<file path="config.mk">
export PLATFORM = sky130hd
export DESIGN_NAME = touch_packet_ascii_parser_flat
export DESIGN_NICKNAME = d
export VERILOG_FILES = /design/src/rtl/tpap_pkg.sv /design/src/rtl/tpap_req_if.sv /design/src/rtl/tpap_rsp_if.sv /design/src/rtl/touch_packet_ascii_parser.sv /design/src/rtl/tpap_digit_acc.sv /design/src/flat_wrapper.sv
export SDC_FILE = /design/constraint.sdc
export NUM_CORES = 1
export LEC_CHECK = 0
export BUFFER_PORTS_ARGS = -buffer_cell sky130_fd_sc_hd__buf_2
export CAP_MARGIN = 20
export CORE_MARGIN = 3
export CORE_UTILIZATION = 40
export CTS_BUF_LIST = sky130_fd_sc_hd__clkbuf_16
export DETAILED_ROUTE_END_ITERATION = 10
export HOLD_SLACK_MARGIN = 0.05
export SETUP_SLACK_MARGIN = 0.05
export SYNTH_ARGS = -nofsm -noshare
export SYNTH_HDL_FRONTEND = slang
export SYNTH_SLANG_ARGS = --single-unit
export TNS_END_PERCENT = 50
</file>
<file path="constraint.sdc">
create_clock -name clock -period 7.35 [get_ports clock]
set_clock_uncertainty 0.05 [all_clocks]
set_input_delay 1.47 -clock clock [delete_from_list [all_inputs] [get_ports clock]]
set_output_delay 1.47 -clock clock [all_outputs]
set_load 0.02 [all_outputs]
</file>
<file path="src/rtl/tpap_pkg.sv">
// tpap_pkg: types and character constants for the touch packet parser
// no dependencies; imported by the interfaces and all rtl modules

package tpap_pkg;

   typedef logic [7:0]         byte_type;
   typedef logic [13:0]        run_type;
   typedef logic signed [14:0] ypos_type;

   typedef struct packed {
      logic step;
      logic first;
   } acc_ctrl_type;

   localparam byte_type CR_BYTE    = 8'd13;
   localparam byte_type CHAR_COMMA = 8'h2c;
   localparam byte_type CHAR_T     = 8'h54;
   localparam byte_type CHAR_R     = 8'h52;
   localparam byte_type CHAR_0     = 8'h30;
   localparam byte_type CHAR_9     = 8'h39;

   localparam run_type  RUN_MAX    = 14'd9999;
   localparam ypos_type Y_BASE     = 15'sd1024;

   localparam logic [3:0] TAG_POS   = 4'd0;
   localparam logic [3:0] X_START   = 4'd1;
   localparam logic [3:0] COMMA_POS = 4'd5;
   localparam logic [3:0] Y_START   = 4'd6;

endpackage

</file>
<file path="src/rtl/tpap_req_if.sv">
// tpap_req_if: valid/ready channel carrying one received serial byte per beat
// depends on tpap_pkg

interface tpap_req_if
   import tpap_pkg::*;
();
   logic     valid;
   logic     ready;
   byte_type rx_byte;

   modport source (output valid, output rx_byte, input ready);
   modport sink   (input valid, input rx_byte, output ready);
endinterface

</file>
<file path="src/rtl/tpap_rsp_if.sv">
// tpap_rsp_if: valid/ready channel carrying one decoded touch result per beat
// depends on tpap_pkg

interface tpap_rsp_if
   import tpap_pkg::*;
();
   logic     valid;
   logic     ready;
   run_type  x_pos;
   ypos_type y_pos;
   logic     touching;

   modport source (output valid, output x_pos, output y_pos, output touching, input ready);
   modport sink   (input valid, input x_pos, input y_pos, input touching, output ready);
endinterface

</file>
<file path="src/rtl/touch_packet_ascii_parser.sv">
// touch_packet_ascii_parser: top level of the serial touch packet decoder
// depends on tpap_pkg, tpap_req_if, tpap_rsp_if and tpap_digit_acc
//
// usage:
//  req_chan takes one received byte per beat; a carriage return ends a packet.
//  bytes are captured in an input register, then decoded on the fly: the tag
//  byte, the comma position and both digit runs are folded into running
//  registers as bytes arrive, so the packet needs no byte buffer.
//  rsp_chan gives one beat (x_pos, y_pos, touching) for each valid packet of
//  at least PACKET_LEN bytes, extra bytes being ignored; invalid, short or empty packets give nothing.
//  throughput: one byte per cycle, set by the single multiply-add step of the
//  digit accumulators, except while a carriage return is held (see stall).
//  result path: a carriage return is captured in the input register, and the
//  result beat is registered from it once any pending result has been taken.
//  reset: synchronous, clears the input register valid, the byte count and the
//  result valid; the first packet after reset starts at byte 0.
//  stall: while a result waits on rsp_chan, data bytes keep flowing; a second
//  carriage return waits in the input register and holds req_chan.ready low
//  until the pending result is taken.

module touch_packet_ascii_parser
   import tpap_pkg::*;
#(
   parameter int PACKET_LEN = 10
) (
   input logic        clock,
   input logic        reset,
   tpap_req_if.sink   req_chan,
   tpap_rsp_if.source rsp_chan
);

   localparam int CNT_W = $clog2(PACKET_LEN + 1);
   localparam logic [CNT_W-1:0] LEN_C = CNT_W'(PACKET_LEN);

   logic             s1_valid_ff, s1_valid_in;
   byte_type         s1_byte_ff, s1_byte_in;
   logic [CNT_W-1:0] count_ff, count_in;
   logic             is_t_ff, is_t_in;
   logic             is_r_ff, is_r_in;
   logic             comma_ff, comma_in;
   logic             rsp_valid_ff, rsp_valid_in;
   run_type          x_ff, x_in;
   ypos_type         y_ff, y_in;
   logic             touch_ff, touch_in;

   logic         accept, s1_cr, out_free, s1_fire, store, emit;
   acc_ctrl_type x_ctrl, y_ctrl;
   run_type      x_run, y_run;

   assign accept   = req_chan.valid && req_chan.ready;
   assign s1_cr    = (s1_byte_ff == CR_BYTE);
   assign out_free = !rsp_valid_ff || rsp_chan.ready;
   assign s1_fire  = s1_valid_ff && (out_free || !s1_cr);
   assign store    = s1_fire && !s1_cr && (count_ff < LEN_C);
   assign emit     = s1_fire && s1_cr && (count_ff == LEN_C) && comma_ff
                     && (is_t_ff || is_r_ff);

   assign req_chan.ready = !s1_valid_ff || s1_fire;

   // digit runs start at the first x digit and after the comma
   assign x_ctrl.step  = store && (count_ff >= CNT_W'(X_START));
   assign x_ctrl.first = (count_ff == CNT_W'(X_START));
   assign y_ctrl.step  = store && (count_ff >= CNT_W'(Y_START));
   assign y_ctrl.first = (count_ff == CNT_W'(Y_START));

   tpap_digit_acc u_x_acc (
      .clock     (clock),
      .ctrl      (x_ctrl),
      .data      (s1_byte_ff),
      .run_value (x_run)
   );

   tpap_digit_acc u_y_acc (
      .clock     (clock),
      .ctrl      (y_ctrl),
      .data      (s1_byte_ff),
      .run_value (y_run)
   );

   always_comb begin
      s1_valid_in = s1_valid_ff;
      s1_byte_in  = s1_byte_ff;
      if (accept) begin
         s1_valid_in = 1'b1;
         s1_byte_in  = req_chan.rx_byte;
      end else if (s1_fire) begin
         s1_valid_in = 1'b0;
      end
   end

   always_comb begin
      count_in = count_ff;
      is_t_in  = is_t_ff;
      is_r_in  = is_r_ff;
      comma_in = comma_ff;
      if (s1_fire && s1_cr) begin
         count_in = '0;
      end else if (store) begin
         count_in = count_ff + CNT_W'(1);
         if (count_ff == CNT_W'(TAG_POS)) begin
            is_t_in = (s1_byte_ff == CHAR_T);
            is_r_in = (s1_byte_ff == CHAR_R);
         end
         if (count_ff == CNT_W'(COMMA_POS)) begin
            comma_in = (s1_byte_ff == CHAR_COMMA);
         end
      end
   end

   always_comb begin
      rsp_valid_in = rsp_valid_ff;
      x_in         = x_ff;
      y_in         = y_ff;
      touch_in     = touch_ff;
      if (emit) begin
         rsp_valid_in = 1'b1;
         x_in         = x_run;
         y_in         = Y_BASE - $signed({1'b0, y_run});
         touch_in     = is_t_ff;
      end else if (rsp_chan.ready) begin
         rsp_valid_in = 1'b0;
      end
   end

   always_ff @(posedge clock) begin
      if (reset) begin
         s1_valid_ff  <= 1'b0;
         count_ff     <= '0;
         rsp_valid_ff <= 1'b0;
      end else begin
         s1_valid_ff  <= s1_valid_in;
         count_ff     <= count_in;
         rsp_valid_ff <= rsp_valid_in;
      end
   end

   always_ff @(posedge clock) begin
      s1_byte_ff <= s1_byte_in;
      is_t_ff    <= is_t_in;
      is_r_ff    <= is_r_in;
      comma_ff   <= comma_in;
      x_ff       <= x_in;
      y_ff       <= y_in;
      touch_ff   <= touch_in;
   end

   assign rsp_chan.valid    = rsp_valid_ff;
   assign rsp_chan.x_pos    = x_ff;
   assign rsp_chan.y_pos    = y_ff;
   assign rsp_chan.touching = touch_ff;

endmodule

</file>
<file path="src/rtl/tpap_digit_acc.sv">
// tpap_digit_acc: running decimal value of one digit run, one byte per step,
// saturating at 9999; depends on tpap_pkg

module tpap_digit_acc
   import tpap_pkg::*;
(
   input  logic         clock,
   input  acc_ctrl_type ctrl,
   input  byte_type     data,
   output run_type      run_value
);

   logic        is_digit;
   logic [3:0]  digit;
   logic [16:0] next_sum;
   run_type     sat_sum;
   run_type     acc_ff, acc_in;
   logic        active_ff, active_in;

   assign is_digit = (data >= CHAR_0) && (data <= CHAR_9);
   assign digit    = 4'(data - CHAR_0);
   assign next_sum = {3'b000, acc_ff} * 17'd10 + {13'd0, digit};
   assign sat_sum  = (next_sum > {3'b000, RUN_MAX}) ? RUN_MAX : next_sum[13:0];

   always_comb begin
      acc_in    = acc_ff;
      active_in = active_ff;
      if (ctrl.step) begin
         if (ctrl.first) begin
            active_in = is_digit;
            acc_in    = is_digit ? {10'd0, digit} : '0;
         end else if (active_ff && is_digit) begin
            acc_in = sat_sum;
         end else begin
            active_in = 1'b0;
         end
      end
   end

   always_ff @(posedge clock) begin
      acc_ff    <= acc_in;
      active_ff <= active_in;
   end

   assign run_value = acc_ff;

endmodule

</file>
<file path="src/flat_wrapper.sv">
// flat-port wrapper written by rule: the top's interface ports become plain ports
module touch_packet_ascii_parser_flat import tpap_pkg::*;
#(
   parameter int PACKET_LEN = 10
)
  (clock, reset, req_chan_valid, req_chan_rx_byte, req_chan_ready, rsp_chan_valid, rsp_chan_x_pos, rsp_chan_y_pos, rsp_chan_touching, rsp_chan_ready);
  tpap_req_if req_chan_i ();
  tpap_rsp_if rsp_chan_i ();
  input logic clock;
  input logic reset;
  input wire logic [$bits(req_chan_i.valid)-1:0] req_chan_valid;
  input wire logic [$bits(req_chan_i.rx_byte)-1:0] req_chan_rx_byte;
  output wire logic [$bits(req_chan_i.ready)-1:0] req_chan_ready;
  output wire logic [$bits(rsp_chan_i.valid)-1:0] rsp_chan_valid;
  output wire logic [$bits(rsp_chan_i.x_pos)-1:0] rsp_chan_x_pos;
  output wire logic [$bits(rsp_chan_i.y_pos)-1:0] rsp_chan_y_pos;
  output wire logic [$bits(rsp_chan_i.touching)-1:0] rsp_chan_touching;
  input wire logic [$bits(rsp_chan_i.ready)-1:0] rsp_chan_ready;
  assign req_chan_i.valid = req_chan_valid;
  assign req_chan_i.rx_byte = req_chan_rx_byte;
  assign req_chan_ready = req_chan_i.ready;
  assign rsp_chan_valid = rsp_chan_i.valid;
  assign rsp_chan_x_pos = rsp_chan_i.x_pos;
  assign rsp_chan_y_pos = rsp_chan_i.y_pos;
  assign rsp_chan_touching = rsp_chan_i.touching;
  assign rsp_chan_i.ready = rsp_chan_ready;
  touch_packet_ascii_parser #(.PACKET_LEN(PACKET_LEN)) u_core (.clock(clock), .reset(reset), .req_chan(req_chan_i), .rsp_chan(rsp_chan_i));
endmodule
</file>
==> summary.txt <==
Clock network
  – TritonCTS buffer count: 9
  – CTS Sinks: a little under 80
  – Cts repair resizes: 0
  – H-tree depth: 3
  – Clk root buf: clkbuf_16
  – Clk buf depth: 2
  – Hold buffers post-CTS: 0
  – Reg clk slew, reported paths: 0.06 ns
  – Post-CTS Setup Inserts: 0
  – CTS tree: built
  – Worst skew pair latency: 0.33 ns

Drt
  – DRC viols: 0
  – DR pass1 iterations: 5
  – Routed Wire Length: 11800 microns
  – Vias per Instance: 5.54
  – WL/cell: 15.4 microns
  – DR iter-0 viols: 312
  – Vias: 4241
  – ANT nets after route: 0

Min path
  – Hold Path Origin: u_core.is_t_ff
  – Hold path cells: 0
  – Hold EP: u_core.rsp_chan.touching
  – Hold crit path type: reg2reg

Final layout
  – Layout overhead on the synthesized area: 13.9%
  – Share of cells above drive strength 1: 14.3%
  – Antenna cell count: 0
  – Nets: 660

Place
  – Routability cong.: 0.850
  – Pre-CTS setup slack: 2.96 ns
  – # port buffers: 43
  – Dpl hpwl: between 9000 and 10000 microns

Critical path
  – Worst R2R End: u_core.u_x_acc.run_value[2]
  – Critical Path RT: 7.37 ns
  – Critical path capture point type: flop
  – Worst-path maximum fanout: 11
  – Setup crit start: u_core.u_x_acc.run_value[1]
  – Slowest stage delay, CP: 0.47 ns
  – R2R depth: 13
  – R2R setup slack: between 3 and 4 ns
  – Slowest-stage cell, CP: edfxtp_1
  – Arr. time, crit path: around 4.2 ns
  – Critical path type: reg2reg
  – Crit-path cells: ha_1, ha_1, inv_1, fa_1, nand2b_2, a21oi_2, xor2_1, nand3_1, or2_0, nor4_1, and4_1, a21o_1, a32oi_1
  – Reg-to-reg critical path startpoint: u_core.u_x_acc.run_value[1]
  – CP Launch Type: flop
  – Most frequent CP cell: ha_1

STA
  – Max_slew headroom: between 60 and 70%
  – Period minus WS final: 4.22 ns
  – RSZ-0062 raised after global routing: no
  – Final period util: between 50% and 60%
  – Final worst setup slack: 3.13 ns
  – Hold Violations, Final: 0
  – Fmax: 237 MHz
  – Total negative setup slack: 0 ns
  – Finish-stage setup viols: 0
  – Fin. max-slew vios: 0
  – Slew @ Worst Pin: 0.581 ns

Global routing
  – Vias in the first global route: 4000
  – Largest net degree at the start of global routing: 24
  – First-pass GRT wire length: 19500 microns
  – GRT Total Usage: ~16%
  – Initial antenna violation count: 0
  – GRT Residual Overflow: 0

Yosys
  – EDFF count, synth: 71
  – Synth cell types: 73
  – Avg Inst Size Synth: 10.3 sq um
  – Synthesized flop and latch total: 77
  – Post-synthesis xor/xnor area fraction: under 10%
  – Simple-gate share of the synthesized area: a little under a fifth
  – Post-Synth Adder-Cell Area: 14.7%
  – Synth Net Count: 615
  – Compound-cell area share of the yosys netlist: 14.6%
  – Register area share after synthesis: a little over 40%
  – Top_reg_cell synth: edfxtp_1
  – Post-synthesis cell count: 540
  – Synth async-reset ratio: 0%
  – Largest family of logic cells by synthesized area: simple AND/OR/NAND/NOR gates
  – Mux share of post-synthesis cell area: 0.584%
  – Ys Warns: 0
  – Synthesized cell area: approximately 0.0056 sq mm

Power
  – Pwr/cell area: 176 mW/mm^2
  – Leakage: approximately 2.5 nW
  – Worst ir drop on vdd: 0.173 mV

Run
  – Max-Cap Viols: 0

Status
  – Outcome: finished clean

Die
  – Rows: 42
  – Initial Util: 41.4%
  – Ports: 44
  – Die width: 124 microns
  – Die Height: about 120 microns
  – DIE AREA: 0.0154 sq mm
  – Core region area: 0.0135 sq mm
flip-flops by register name, summed over array words and instances (netlist names):
name and count:
u_core.is_r_ff 1, u_core.count_ff 4, u_core.rsp_chan.y_pos 15, u_core.is_t_ff 1, u_core.s1_valid_ff 1, u_core.u_x_acc.run_value 14, u_core.u_y_acc.active_ff 1, u_core.rsp_chan.touching 1
u_core.u_x_acc.active_ff 1, u_core.comma_ff 1, u_core.rsp_chan.valid 1, u_core.u_y_acc.run_value 14, u_core.s1_byte_ff 8, u_core.rsp_chan.x_pos 14
metal layers:
metal	wire length (microns)	vias to the layer above	share of wire, %	global-route usage (%)
li1	-	2131	-	-
met1	5780	1998	49	22.5
met2	5370	106	46	25.3
met3	556	6	4.7	3.63
met4	71	0	0.60	3.29
met5	0	-	0	0
worst max-delay path: cells and delay by family (launching register included):
family                   cells  cell delay [ns]
buffers and inverters        1             0.06
XOR/XNOR                     1             0.39
AND/OR/NAND/NOR              5             1.46
flip-flops                   1             0.47
AO/OA/AOI/OAI                3             0.60
adder cells (fa/ha/maj)      3             0.90
cell families (layout without fill, tap and decap cells):
group                    count (synthesis)  in the layout
AND/OR/NAND/NOR                        189            189
AO/OA/AOI/OAI                          118            118
flip-flops                              77             77
adder cells (fa/ha/maj)                 63             63
XOR/XNOR                                48             48
buffers and inverters                   42             91
multiplexers                             3              3
layout by cell type (no fill, tap or decap), drive strengths merged, types with 5 or more instances in the layout:
cell     n
edfxtp  71
ha      59
buf     47
nor2    44
a21oi   35
xnor2   31
inv     29
nand2   28
nor3    18
xor2    17
o21ai   17
and3    15
nand3   15
and2    10
clkbuf  10
a31oi    9
nand2b   8
nor4     8
a21o     7
or3      6
dfxtp    6
or2      6
nand3b   5
o21a     5
o22ai    5
nor3b    5
worst max-delay path by stage:
| stage | to | slack (ns) | cells after the start |
|---|---|---|---|
| 6_report | u_core.u_x_acc.run_value[2] | 3.13 | 13 |
| 2_1_floorplan | u_core.u_x_acc.run_value[3] | 3.58 | 14 |
| 3_5_place_dp | u_core.u_x_acc.run_value[3] | 2.96 | 13 |
| 3_3_place_gp | u_core.u_x_acc.run_value[3] | 3.14 | 13 |
| 5_1_grt | u_core.u_x_acc.run_value[1] | 2.85 | 13 |
| 4_1_cts | u_core.u_x_acc.run_value[3] | 2.96 | 13 |
final cells by class:
cell class / count / area (sq um)
well taps: 176 / 220
repair buffers: 48 / 260
multi-input cells: 421 / 3150
clock inverters: 6 / 128
flip-flops and latches: 77 / 2250
fillers: 1264 / 7110
clock buffers: 9 / 225
inverters: 28 / 105
Yosys cell counts, drive strengths merged (3+ instances only):
library cell | n | area share, %
inv | 28 | 1.9
o311a | 3 | 0.54
nor3 | 18 | 1.6
and3 | 15 | 1.7
or4 | 3 | 0.40
nand2b | 8 | 0.94
a31o | 3 | 0.47
nand3b | 5 | 0.67
and4 | 3 | 0.47
ha | 59 | 13
nand3 | 15 | 1.3
a21oi | 35 | 3.2
o22ai | 5 | 0.56
nor3b | 5 | 0.76
o211ai | 3 | 0.40
buf | 5 | 0.56
nor4 | 8 | 1.3
xor2 | 17 | 2.7
a21o | 7 | 0.94
a32oi | 3 | 0.47
o21ai | 17 | 1.5
dfxtp | 6 | 2.2
o211a | 3 | 0.54
edfxtp | 71 | 38
xnor2 | 31 | 4.9
o21a | 5 | 0.67
a211oi | 4 | 0.63
nand2 | 28 | 1.9
a31oi | 9 | 1.0
nand4 | 3 | 0.45
nand4b | 3 | 0.74
or2 | 6 | 0.67
or3 | 6 | 0.67
fa | 4 | 1.4
clkbuf | 9 | 0.61
nor2 | 44 | 3.0
nor4b | 4 | 0.63
and2 | 10 | 1.2
stage by stage:
stage	utilization, %	total power (W)	std cells	hold WS [ns]	area [sq um]
final	47.1	0.00112	765	0.440	6340
after global routing	47.1	0.00116	765	0.440	6340
after CTS	46.9	0.00113	762	0.432	6310
after detailed placement	44.3	0.000599	747	0.406	5960
after global placement	44.3	0.000596	747	0.427	5960
after floorplan	-	0.000577	540	0.378	5570
power breakdown:
group / internal, W / switching [W]
logic: 0.0000427 / 0.0000586
registers: 0.000483 / 0.00000881
clock network: 0.000361 / 0.000162
No activity file was read; power rests on OpenSTA's default activity.
